## config.mk

```make
export PLATFORM = sky130hd
export DESIGN_NAME = proximity_hold_cooldown_qualifier
export DESIGN_NICKNAME = d
export VERILOG_FILES = /design/src/hw/rtl/phcq_pkg.sv /design/src/hw/rtl/proximity_hold_cooldown_qualifier.sv /design/src/hw/rtl/phcq_front.sv /design/src/hw/rtl/phcq_core.sv
export VERILOG_INCLUDE_DIRS = /design/src /design/src/hw/rtl
export SDC_FILE = /design/constraint.sdc
export NUM_CORES = 1
export LEC_CHECK = 0
export ABC_AREA = 1
export BUFFER_PORTS_ARGS = -buffer_cell sky130_fd_sc_hd__buf_2
export CORE_ASPECT_RATIO = 0.5
export CORE_UTILIZATION = 65
export CTS_CLUSTER_SIZE = 16
export DETAILED_ROUTE_END_ITERATION = 10
export PLACE_DENSITY = 0.83
export SYNTH_ARGS = -nofsm -noshare
export SYNTH_HDL_FRONTEND = slang
export SYNTH_SLANG_ARGS = --single-unit
```

## constraint.sdc

```tcl
create_clock -name clk -period 15.8 [get_ports clk]
set_input_delay 2.37 -clock clk [delete_from_list [all_inputs] [get_ports clk]]
set_output_delay 2.37 -clock clk [all_outputs]
set_load 0.05 [all_outputs]
```

## src/hw/rtl/proximity_hold_cooldown_qualifier_macros.svh

```systemverilog
// Assertion macros for the proximity hold qualifier.
// Used by the top level only; expects signals clk and rst in scope.
`ifndef PROXIMITY_HOLD_COOLDOWN_QUALIFIER_MACROS_SVH
`define PROXIMITY_HOLD_COOLDOWN_QUALIFIER_MACROS_SVH

// checked outside reset
`define PHCQ_ASSERT(lbl, prop, msg) \
  lbl: assert property (@(posedge clk) disable iff (rst) prop) else $error(msg);

// checked in every cycle, reset included
`define PHCQ_ASSERT_ALWAYS(lbl, prop, msg) \
  lbl: assert property (@(posedge clk) prop) else $error(msg);

`endif

```

## src/hw/rtl/phcq_pkg.sv

```systemverilog
// Shared types and constants for the proximity hold qualifier.
// No dependencies.
`timescale 1ns / 1ps
package phcq_pkg;

  localparam int unsigned CFG_W  = 16;
  localparam int unsigned ECHO_W = 16;
  localparam int unsigned TIME_W = 32;

  // echo*343 <= threshold*20000 is the integer form of echo*0.0343/2 <= threshold
  localparam logic [8:0]  ECHO_SCALE   = 9'd343;
  localparam logic [14:0] THRESH_SCALE = 15'd20000;

  localparam logic [CFG_W-1:0] THRESHOLD_RESET = 16'd100;
  localparam logic [CFG_W-1:0] HOLD_RESET      = 16'd1000;
  localparam logic [CFG_W-1:0] MIN_OFF_RESET   = 16'd0;

  typedef enum logic [1:0] {
    REG_THRESHOLD = 2'd0,
    REG_HOLD      = 2'd1,
    REG_MIN_OFF   = 2'd2
  } cfg_reg_t;

  // one qualified reading handed from the front stage to the core
  typedef struct packed {
    logic              near;
    logic [TIME_W-1:0] now_ms;
  } phcq_item_t;

endpackage

```

## src/hw/rtl/proximity_hold_cooldown_qualifier.sv

```systemverilog
// Proximity hold qualifier with re-arm cooldown: top level and config registers.
// Depends on phcq_pkg, phcq_front, phcq_core and the assertion macro header.
//
// One ultrasonic reading in, one result out. An item passes through the input
// register, where the near compare (two constant multiplies) is registered,
// and then the result register, which takes the updated hold/cooldown state.
// A new item is taken every cycle as long as results are drained; the core
// computes its next state from the registered state and the item without an
// extra register, so throughput is one item per clock. Config writes take effect at once and belong in idle periods.
`timescale 1ns / 1ps
`include "proximity_hold_cooldown_qualifier_macros.svh"
module proximity_hold_cooldown_qualifier (
  input  logic                       clk,
  input  logic                       rst,
  input  logic                       cfg_wr_en,
  input  logic [1:0]                 cfg_addr,
  input  logic [phcq_pkg::CFG_W-1:0]  cfg_wdata,
  input  logic                       in_valid,
  output logic                       in_ready,
  input  logic [phcq_pkg::ECHO_W-1:0] echo_us,
  input  logic [phcq_pkg::TIME_W-1:0] now_ms,
  output logic                       out_valid,
  input  logic                       out_ready,
  output logic                       detected,
  output logic                       cooling_down
);
  import phcq_pkg::*;

  logic [CFG_W-1:0] near_limit_cm;
  logic [CFG_W-1:0] hold_ms;
  logic [CFG_W-1:0] min_off_ms;
  logic             item_valid;
  logic             item_ready;
  phcq_item_t       item;

  always_ff @(posedge clk) begin
    if (rst) begin
      near_limit_cm <= THRESHOLD_RESET;
      hold_ms       <= HOLD_RESET;
      min_off_ms    <= MIN_OFF_RESET;
    end else if (cfg_wr_en) begin
      case (cfg_reg_t'(cfg_addr))
        REG_THRESHOLD: near_limit_cm <= cfg_wdata;
        REG_HOLD:      hold_ms       <= cfg_wdata;
        REG_MIN_OFF:   min_off_ms    <= cfg_wdata;
        default: ;
      endcase
    end
  end

  phcq_front u_front (
    .clk           (clk),
    .rst           (rst),
    .in_valid      (in_valid),
    .in_ready      (in_ready),
    .echo_us       (echo_us),
    .now_ms        (now_ms),
    .near_limit_cm (near_limit_cm),
    .item_valid    (item_valid),
    .item_ready    (item_ready),
    .item          (item)
  );

  phcq_core u_core (
    .clk          (clk),
    .rst          (rst),
    .item_valid   (item_valid),
    .item_ready   (item_ready),
    .item         (item),
    .hold_ms      (hold_ms),
    .min_off_ms   (min_off_ms),
    .out_valid    (out_valid),
    .out_ready    (out_ready),
    .detected     (detected),
    .cooling_down (cooling_down)
  );

  `PHCQ_ASSERT_ALWAYS(a_no_result_after_reset, rst |=> !out_valid, "result valid after reset")
  `PHCQ_ASSERT(a_ready_when_drained, !out_valid |-> in_ready, "input stalled with empty output")
  `PHCQ_ASSERT(a_no_cool_without_min_off,
    out_valid && detected && (min_off_ms == '0) |-> !cooling_down,
    "cooldown reported with cooldown disabled")

endmodule

```

## src/hw/rtl/phcq_front.sv

```systemverilog
// Input register stage: accepts a reading and registers its near flag.
// Depends on phcq_pkg.
`timescale 1ns / 1ps
module phcq_front (
  input  logic                      clk,
  input  logic                      rst,
  input  logic                      in_valid,
  output logic                      in_ready,
  input  logic [phcq_pkg::ECHO_W-1:0] echo_us,
  input  logic [phcq_pkg::TIME_W-1:0] now_ms,
  input  logic [phcq_pkg::CFG_W-1:0]  near_limit_cm,
  output logic                      item_valid,
  input  logic                      item_ready,
  output phcq_pkg::phcq_item_t      item
);
  import phcq_pkg::*;

  logic [24:0] echo_scaled;
  logic [30:0] limit_scaled;
  logic        near;

  assign echo_scaled  = 25'(echo_us) * 25'(ECHO_SCALE);
  assign limit_scaled = 31'(near_limit_cm) * 31'(THRESH_SCALE);
  assign near         = (echo_us != '0) && ({6'd0, echo_scaled} <= limit_scaled);

  assign in_ready = !item_valid || item_ready;

  always_ff @(posedge clk) begin
    if (rst) begin
      item_valid <= 1'b0;
    end else if (in_ready) begin
      item_valid <= in_valid;
    end
  end

  always_ff @(posedge clk) begin
    if (in_valid && in_ready) begin
      item.near   <= near;
      item.now_ms <= now_ms;
    end
  end

endmodule

```

## src/hw/rtl/phcq_core.sv

```systemverilog
// Hold and cooldown state, decision logic and result register.
// Depends on phcq_pkg.
`timescale 1ns / 1ps
module phcq_core (
  input  logic                     clk,
  input  logic                     rst,
  input  logic                     item_valid,
  output logic                     item_ready,
  input  phcq_pkg::phcq_item_t     item,
  input  logic [phcq_pkg::CFG_W-1:0] hold_ms,
  input  logic [phcq_pkg::CFG_W-1:0] min_off_ms,
  output logic                     out_valid,
  input  logic                     out_ready,
  output logic                     detected,
  output logic                     cooling_down
);
  import phcq_pkg::*;

  logic              near_active, near_active_next;
  logic [TIME_W-1:0] near_start_ms, near_start_ms_next;
  logic              in_cooldown, in_cooldown_next;
  logic              off_timing, off_timing_next;
  logic [TIME_W-1:0] off_start_ms, off_start_ms_next;
  logic              det_next;
  logic [TIME_W-1:0] near_elapsed, off_elapsed;
  logic              advance;

  assign item_ready = !out_valid || out_ready;
  assign advance    = item_valid && item_ready;

  assign near_elapsed = item.now_ms - near_start_ms;
  assign off_elapsed  = item.now_ms - off_start_ms;

  always_comb begin
    near_active_next   = near_active;
    near_start_ms_next = near_start_ms;
    in_cooldown_next   = in_cooldown;
    off_timing_next    = off_timing;
    off_start_ms_next  = off_start_ms;
    det_next           = 1'b0;

    if (in_cooldown) begin
      if (!item.near) begin
        if (!off_timing) begin
          // first clear reading only starts the off timer
          off_timing_next   = 1'b1;
          off_start_ms_next = item.now_ms;
        end else if (off_elapsed >= TIME_W'(min_off_ms)) begin
          in_cooldown_next  = 1'b0;
          off_timing_next   = 1'b0;
          off_start_ms_next = '0;
        end
      end else begin
        off_timing_next   = 1'b0;
        off_start_ms_next = '0;
      end
    end

    if (in_cooldown_next || !item.near) begin
      near_active_next   = 1'b0;
      near_start_ms_next = '0;
    end else if (!near_active) begin
      near_active_next   = 1'b1;
      near_start_ms_next = item.now_ms;
    end else if (near_elapsed >= TIME_W'(hold_ms)) begin
      det_next = 1'b1;
      if (min_off_ms != '0) begin
        in_cooldown_next  = 1'b1;
        off_timing_next   = 1'b0;
        off_start_ms_next = '0;
      end
    end
  end

  always_ff @(posedge clk) begin
    if (rst) begin
      near_active   <= 1'b0;
      near_start_ms <= '0;
      in_cooldown   <= 1'b0;
      off_timing    <= 1'b0;
      off_start_ms  <= '0;
      out_valid     <= 1'b0;
    end else begin
      if (advance) begin
        near_active   <= near_active_next;
        near_start_ms <= near_start_ms_next;
        in_cooldown   <= in_cooldown_next;
        off_timing    <= off_timing_next;
        off_start_ms  <= off_start_ms_next;
      end
      if (item_ready) begin
        out_valid <= item_valid;
      end
    end
  end

  always_ff @(posedge clk) begin
    if (advance) begin
      detected     <= det_next;
      cooling_down <= in_cooldown_next;
    end
  end

endmodule
```

==> impl_metrics.tcl, run 1 <==
set metrics [dict create \
    run_status "complete, no violations" \
    grt_pass1_wl_mm 70.9 \
    critPathArrivalTime_ns 7.68 \
    fp-row-count 41 \
    yosys-top-cells-area "ha_1, nand2_1, dfxtp_1" \
    wl_per_cell_um 14.8 \
    dieHeight_um 118 \
    ctsRootBufferMaster "clkbuf_16" \
    wirelength_mm 43.2 \
    worst_pin_slew_ns 1.17 \
    rsz0062_at_grt "false" \
    post-cts-setup-buffer-count 0 \
    fmax_ghz 0.134 \
    cts.repair.resized 0 \
    path_buf_inv 5 \
    finalHoldViolCount 0 \
    clock_latency_ns 0.45 \
    num_antenna_cells 0 \
    critical_path.max_fanout 5 \
    synth_fp_nets 2930 \
    overflow 0 \
    synth_compound_area_share_pct 11.8 \
    core_region_area_um2 25700 \
    drv_slew 0 \
    clkSinkCount 152 \
    critPathTopFamily "adder cells" \
    top_layer_used "met4" \
    wl_met3_mm 3.00 \
    synth_top_family_by_area "adder cells" \
    layout.cells.non_filler 2910 \
    synth_top_cell_by_area "ha_1" \
    numPortBuffers 74 \
    setup_tns_ns 0 \
    ys_ff_latch 152 \
    synth_xor_xnor_area_share_pct 3.53 \
    critical_path_required_ns 16.00 \
    path_clk_slew_ns 0.08 \
    vias 16018 \
    reg2reg_from "near_limit_cm[8]" \
    muxShareOfSynthArea_pct 0 \
    grt_pass1_vias 14926 \
    areaGrowthSynthToFinish_pct 7.08 \
    first_pass_iters 6 \
    cts_hold_buffers 0 \
    r2r_slack_ns 10.17 \
    power_uw 2050 \
    m1WireLength_mm 19.2 \
    min-delay-start "u_core.near_start_ms[28]" \
    grt_max_degree 71 \
    antenna_found_initial 0 \
    slew_headroom_pct 21.8 \
    die_x_um 233 \
    ys_seq_area_share_pct 19.5 \
    numCtsBuffers 17 \
    synth_top_area_share_pct 19.1 \
    cp_common_cell "nand2_1" \
    design.final.nets 2977 \
    grtUsageTotal_pct 31.9 \
    min_to "u_core.near_start_ms[28]" \
    postRouteAntennaNets 0 \
    reg2reg_to "u_front.item[32]" \
    vias_per_cell 5.50 \
    fin_crit_sh_pct 47.3 \
    p_leak_uw 0.00966 \
    start_util_pct 67.6 \
    hold_path_depth 2 \
    htree_levels 4 \
    cpMaxStageDelayCell "fa_1" \
    drc 0 \
    vdd_drop_max_mv 0.0940 \
    setup_viol 0 \
    crit_type "input port to flop" \
    place_hpwl_mm 34.6 \
    crit_path_end_kind "flop" \
    gp_congestion 0.975 \
    synth_warnings 0 \
    cpPeakStageDelay_ns 0.56 \
    synth-simple-area-share_pct 24.3 \
    drive_above_1_share_pct 5.88 \
    drv_cap 0 \
    postSynthCellCount 2506 \
    critPathLaunchType "input port" \
    synthAdderAreaFrac_pct 29.2 \
    rr_worst_depth 26 \
    netlist_area_um2 17400 \
    min_path_type "flop to flop" \
    ioPinCount 75 \
    cts_buffer_depth 2 \
    skew_ns 0.0138 \
    wl_met2_mm 20.1 \
    cts_tree "yes" \
    drt_iter0_drc 1579 \
    dp_cells 2878 \
    die_area_um2 27400 \
    synth_area_per_cell_um2 6.94 \
    synth_cell_types 46 \
    powerDensity_nw_per_um2 110 \
    min_period_ns 7.48 \
]
[worst max path at each step]
stage	start	to	slack [ns]	cells past startpoint
global route	echo_us[5]	u_front.item[32]	7.70	37
finish	echo_us[5]	u_front.item[32]	8.32	37
floorplan	echo_us[5]	u_front.item[32]	8.59	36
detailed placement	echo_us[5]	u_front.item[32]	7.89	37
global placement	echo_us[5]	u_front.item[32]	8.04	37
CTS	echo_us[5]	u_front.item[32]	8.32	37
[per-layer routing]
metal,GRT usage (%),vias up
met1,42.5,7263
li1,-,8085
met5,0,-
met3,4.36,71
met2,53.7,599
met4,9.15,0
[synthesized netlist by cell type (all sizes together)]
library cell / count
clkinv: 2
a21boi: 3
edfxtp: 35
nand3: 145
o21ai: 115
and2: 5
and3: 1
nor3b: 1
o21a: 2
clkbuf: 46
o21bai: 6
or2: 2
a41oi: 1
a31oi: 2
ha: 265
xnor2: 11
a21o: 10
nor4: 7
a21oi: 221
fa: 88
xor2: 59
a211oi: 5
inv: 472
o211ai: 10
o31ai: 2
buf: 7
nor2: 148
o311ai: 1
dfxtp: 117
nand3b: 5
nor3: 20
nand2: 671
nand4: 21
[power breakdown]
part	internal, µW	leakage, µW	switching, µW
combinational	474	0.00807	716
sequential	420	0.00129	23.9
clock	213	0.000294	199
[area by class of cell]
type,instances,area [µm²]
fill,2111,7090
multi-input combinational,1827,12000
tap,344,430
clock inverter,15,176
timing repair buffer,81,423
clock buffer,17,425
inverter,474,1780
sequential,152,3390
[sequential cells by signal (all words and copies together), names as in the netlist, 16 cells and up]
name / count
u_front.item: 33
near_limit_cm: 16
u_core.near_start_ms: 32
hold_ms: 16
u_core.off_start_ms: 32
min_off_ms: 16
[cells in the final DEF (no fill, tap or decap), types with 2 or more instances in the layout]
cell type	instances
and2_1	5
nor2_1	142
dfxtp_1	117
a21o_1	10
ha_1	265
clkinv_8	5
a21oi_1	208
fa_1	88
o31ai_1	2
nand3b_1	5
nand3_1	144
clkinv_1	2
inv_1	471
o21ai_1	2
nor3_2	2
nor2_2	6
edfxtp_1	35
o211ai_1	10
xnor2_1	11
nand2_1	659
a21oi_2	12
nand4_1	20
o21a_1	2
nor4_1	7
a211oi_1	5
o21bai_1	6
o21ai_0	112
buf_4	7
inv_6	2
clkbuf_16	17
xor2_1	59
clkinv_4	3
a21boi_0	3
inv_8	4
buf_2	74
nand2_2	12
nor3_1	18
a31oi_1	2
[per-stage QoR]
stage / worst slack [ns] / instance area (µm²) / utilization (%) / hold WS [ns]
after floorplan: 8.59 / 17400 / - / 0.435
after global placement: 8.04 / 18000 / 70.1 / 0.452
after detailed placement: 7.89 / 18000 / 70.1 / 0.456
after CTS: 8.32 / 18600 / 72.4 / 0.466
after global routing: 7.70 / 18600 / 72.4 / 0.489
final: 8.32 / 18600 / 72.4 / 0.465
[cell families (layout without fill, tap and decap cells)]
logic type / Yosys count / count (layout)
DFF: 152 / 152
adders and majority gates: 353 / 353
and+or+nand+nor: 1026 / 1026
buffers and inverters: 527 / 587
xor gates and xnor gates: 70 / 70
AOI/OAI and AO/OA: 378 / 378
[worst min-delay path, cell delays in order (launching register included)]
cell and delay [ns]:
dfxtp_1 0.31, nand2_1 0.06, a21oi_1 0.05
No activity file was read; power rests on OpenSTA's default activity.
==> run 2: changes to the inputs <==
Settings changed: CORE_UTILIZATION 65 to 58, PLACE_DENSITY 0.83 to 0.79.
Clock period 15.8 ns to 6.7 ns, I/O delays scaled along.
==> run 2 against run 1 <==
Effect of this change:
- the run now ends with design-rule violations left
- sequential cell count unchanged
- via count down 0.98%
- core utilization down 8.3 points
- count of clock-buffer cells in the layout up 3
- combinational power up 130%
- clock power rose to 2.7 times the previous value
- sequential share of layout area down 0.13 points
- non-clock buffer count down 1
- global-route usage down 2.9 points
- register-to-register slack worse by 9.1 ns
- clock skew down 0.0048 ns
- power up 140%
==> impl_metrics.tcl, run 2 (synthesis results as in run 1) <==
set metrics [dict create \
    grtUsageTotal_pct 29.0 \
    clock_latency_ns 0.44 \
    multi_input_area_um2 12000 \
    power_uw 4950 \
    slew_headroom_pct 26.7 \
    critPathArrivalTime_ns 6.16 \
    numCtsBuffers 17 \
    cts_buffer_depth 2 \
    p_leak_uw 0.00970 \
    grt_max_degree 71 \
    start_util_pct 59.5 \
    finalHoldViolCount 0 \
    design.final.nets 2976 \
    critPathLaunchType "input port" \
    overflow 0 \
    vias 15861 \
    min_period_ns 5.97 \
    drv_cap 0 \
    crit_type "input port to flop" \
    htree_levels 4 \
    cpMaxStageDelayCell "fa_1" \
    violations "design-rule violations" \
    postRouteAntennaNets 0 \
    cpPeakStageDelay_ns 0.56 \
    num_antenna_cells 0 \
    run_status "finished with violations" \
    critical_path.max_fanout 5 \
    top_register "u_front.item" \
    min_path_type "flop to flop" \
    cts.repair.resized 0 \
    drive_above_1_share_pct 5.85 \
    switching_share_pct 43.4 \
    rsz0062_at_grt "false" \
    wl_per_cell_um 14.6 \
    post-cts-setup-buffer-count 0 \
    ctsRootBufferMaster "clkbuf_16" \
    die_area_um2 30700 \
    final_common_cell "nand2_1" \
    clkSinkCount 152 \
    antenna_found_initial 1 \
    fp-row-count 44 \
    core_region_area_um2 29200 \
    grt_pass1_vias 14654 \
    fin_crit_sh_pct 89.1 \
    drc 8 \
    powerDensity_nw_per_um2 264 \
    die_x_um 247 \
    drt_iter0_drc 1339 \
    path_clk_slew_ns 0.06 \
    drv_slew 0 \
    dieHeight_um 124 \
    seq_area_um2 3390 \
    vias_per_cell 5.37 \
    vdd_drop_max_mv 0.241 \
    place_hpwl_mm 34.6 \
    combPwrFrac_pct 56.3 \
    first_pass_iters 9 \
    p_int_uw 2800 \
    cp_common_cell "nand2_1" \
    setup_tns_ns 0 \
    crit_path_end_kind "flop" \
    most-common-layout-cells "nand2_1, inv_1, ha_1" \
    cts_tree "yes" \
    n_fill_cell 2687 \
    netSwitchingPower_uw 2150 \
    numPortBuffers 74 \
    worst_pin_slew_ns 1.10 \
    final_util_pct 64.1 \
    cts_hold_buffers 0 \
    grt_pass1_wl_mm 71.6 \
    sequentialPowerShare_pct 21.2 \
    areaGrowthSynthToFinish_pct 7.83 \
    gp_congestion 0.971 \
    clockPowerShare_pct 22.5 \
    largest_register_ff_count 33 \
    fmax_ghz 0.167 \
    skew_ns 0.00910 \
    ioPinCount 75 \
    critical_path_required_ns 6.89 \
    setup_viol 0 \
    wirelength_mm 43.3 \
    top_regs "u_front.item x33, u_core.near_start_ms x32, u_core.off_start_ms x32" \
]
-- run 2: changes by cell type in the layout (fill, tap and decap cells not counted), sizes merged --
| cell | previous run | this run |
|---|---|---|
| clkinvlp | 0 | 1 |
| clkinv | 10 | 6 |
| bufinv | 0 | 4 |
| inv | 479 | 475 |
| clkbuf | 17 | 20 |
| buf | 81 | 80 |
-- run 2: area by class of cell --
| type | count | area share [%] |
|---|---|---|
| inverter | 474 | 9.49 |
| clock buffer | 20 | 2.67 |
| timing repair buffer | 80 | 2.22 |
| tap | 391 | 2.61 |
| clock inverter | 12 | 0.968 |
| sequential | 152 | 18.1 |
| multi-input combinational | 1827 | 63.9 |
-- run 2: critical path, delay by kind of cell --
family | cells | cell delay [ns]
AOI/OAI and AO/OA | 3 | 0.46
xor gates and xnor gates | 1 | 0.07
adders and majority gates | 6 | 2.48
buffers and inverters | 5 | 0.42
and+or+nand+nor | 22 | 1.69
-- run 2: worst paths after layout --
kind              cells past startpoint                      from                       end  slack [ns]
setup reg to reg                     26          near_limit_cm[5]          u_front.item[32]        1.10
setup / recovery                     37                echo_us[5]          u_front.item[32]        0.73
hold reg to reg                       2  u_core.near_start_ms[27]  u_core.near_start_ms[27]        0.46
hold / removal                        2  u_core.near_start_ms[27]  u_core.near_start_ms[27]        0.46
-- run 2: power by group through the flow --
| stage | clock network (µW) | logic, µW | registers (µW) |
|---|---|---|---|
| global placement | 0 | 2690 | 1060 |
| finish | 1110 | 2790 | 1050 |
| global route | 1160 | 3220 | 1050 |
| floorplan | 0 | 2160 | 1040 |
| detailed placement | 0 | 2760 | 1070 |
| CTS | 1120 | 2790 | 1050 |
-- run 2: through the flow --
stage / setup slack, ns / hold WS [ns] / area [µm²] / cells
floorplan: 0.857 / 0.435 / 17400 / 2506
global placement: 0.304 / 0.452 / 18100 / 2924
detailed placement: 0.262 / 0.456 / 18100 / 2924
CTS: 0.708 / 0.466 / 18700 / 2956
global route: 0.171 / 0.474 / 18700 / 2956
finish: 0.730 / 0.464 / 18700 / 2956
-- run 2: layer usage --
layer / up-vias / part of all wire, % / GRT usage, %
li1: 8074 / - / -
met3: 69 / 6.0 / 3.43
met2: 490 / 45 / 47.4
met5: - / 0 / 0
met1: 7228 / 46 / 39.8
met4: 0 / 2.5 / 9.04
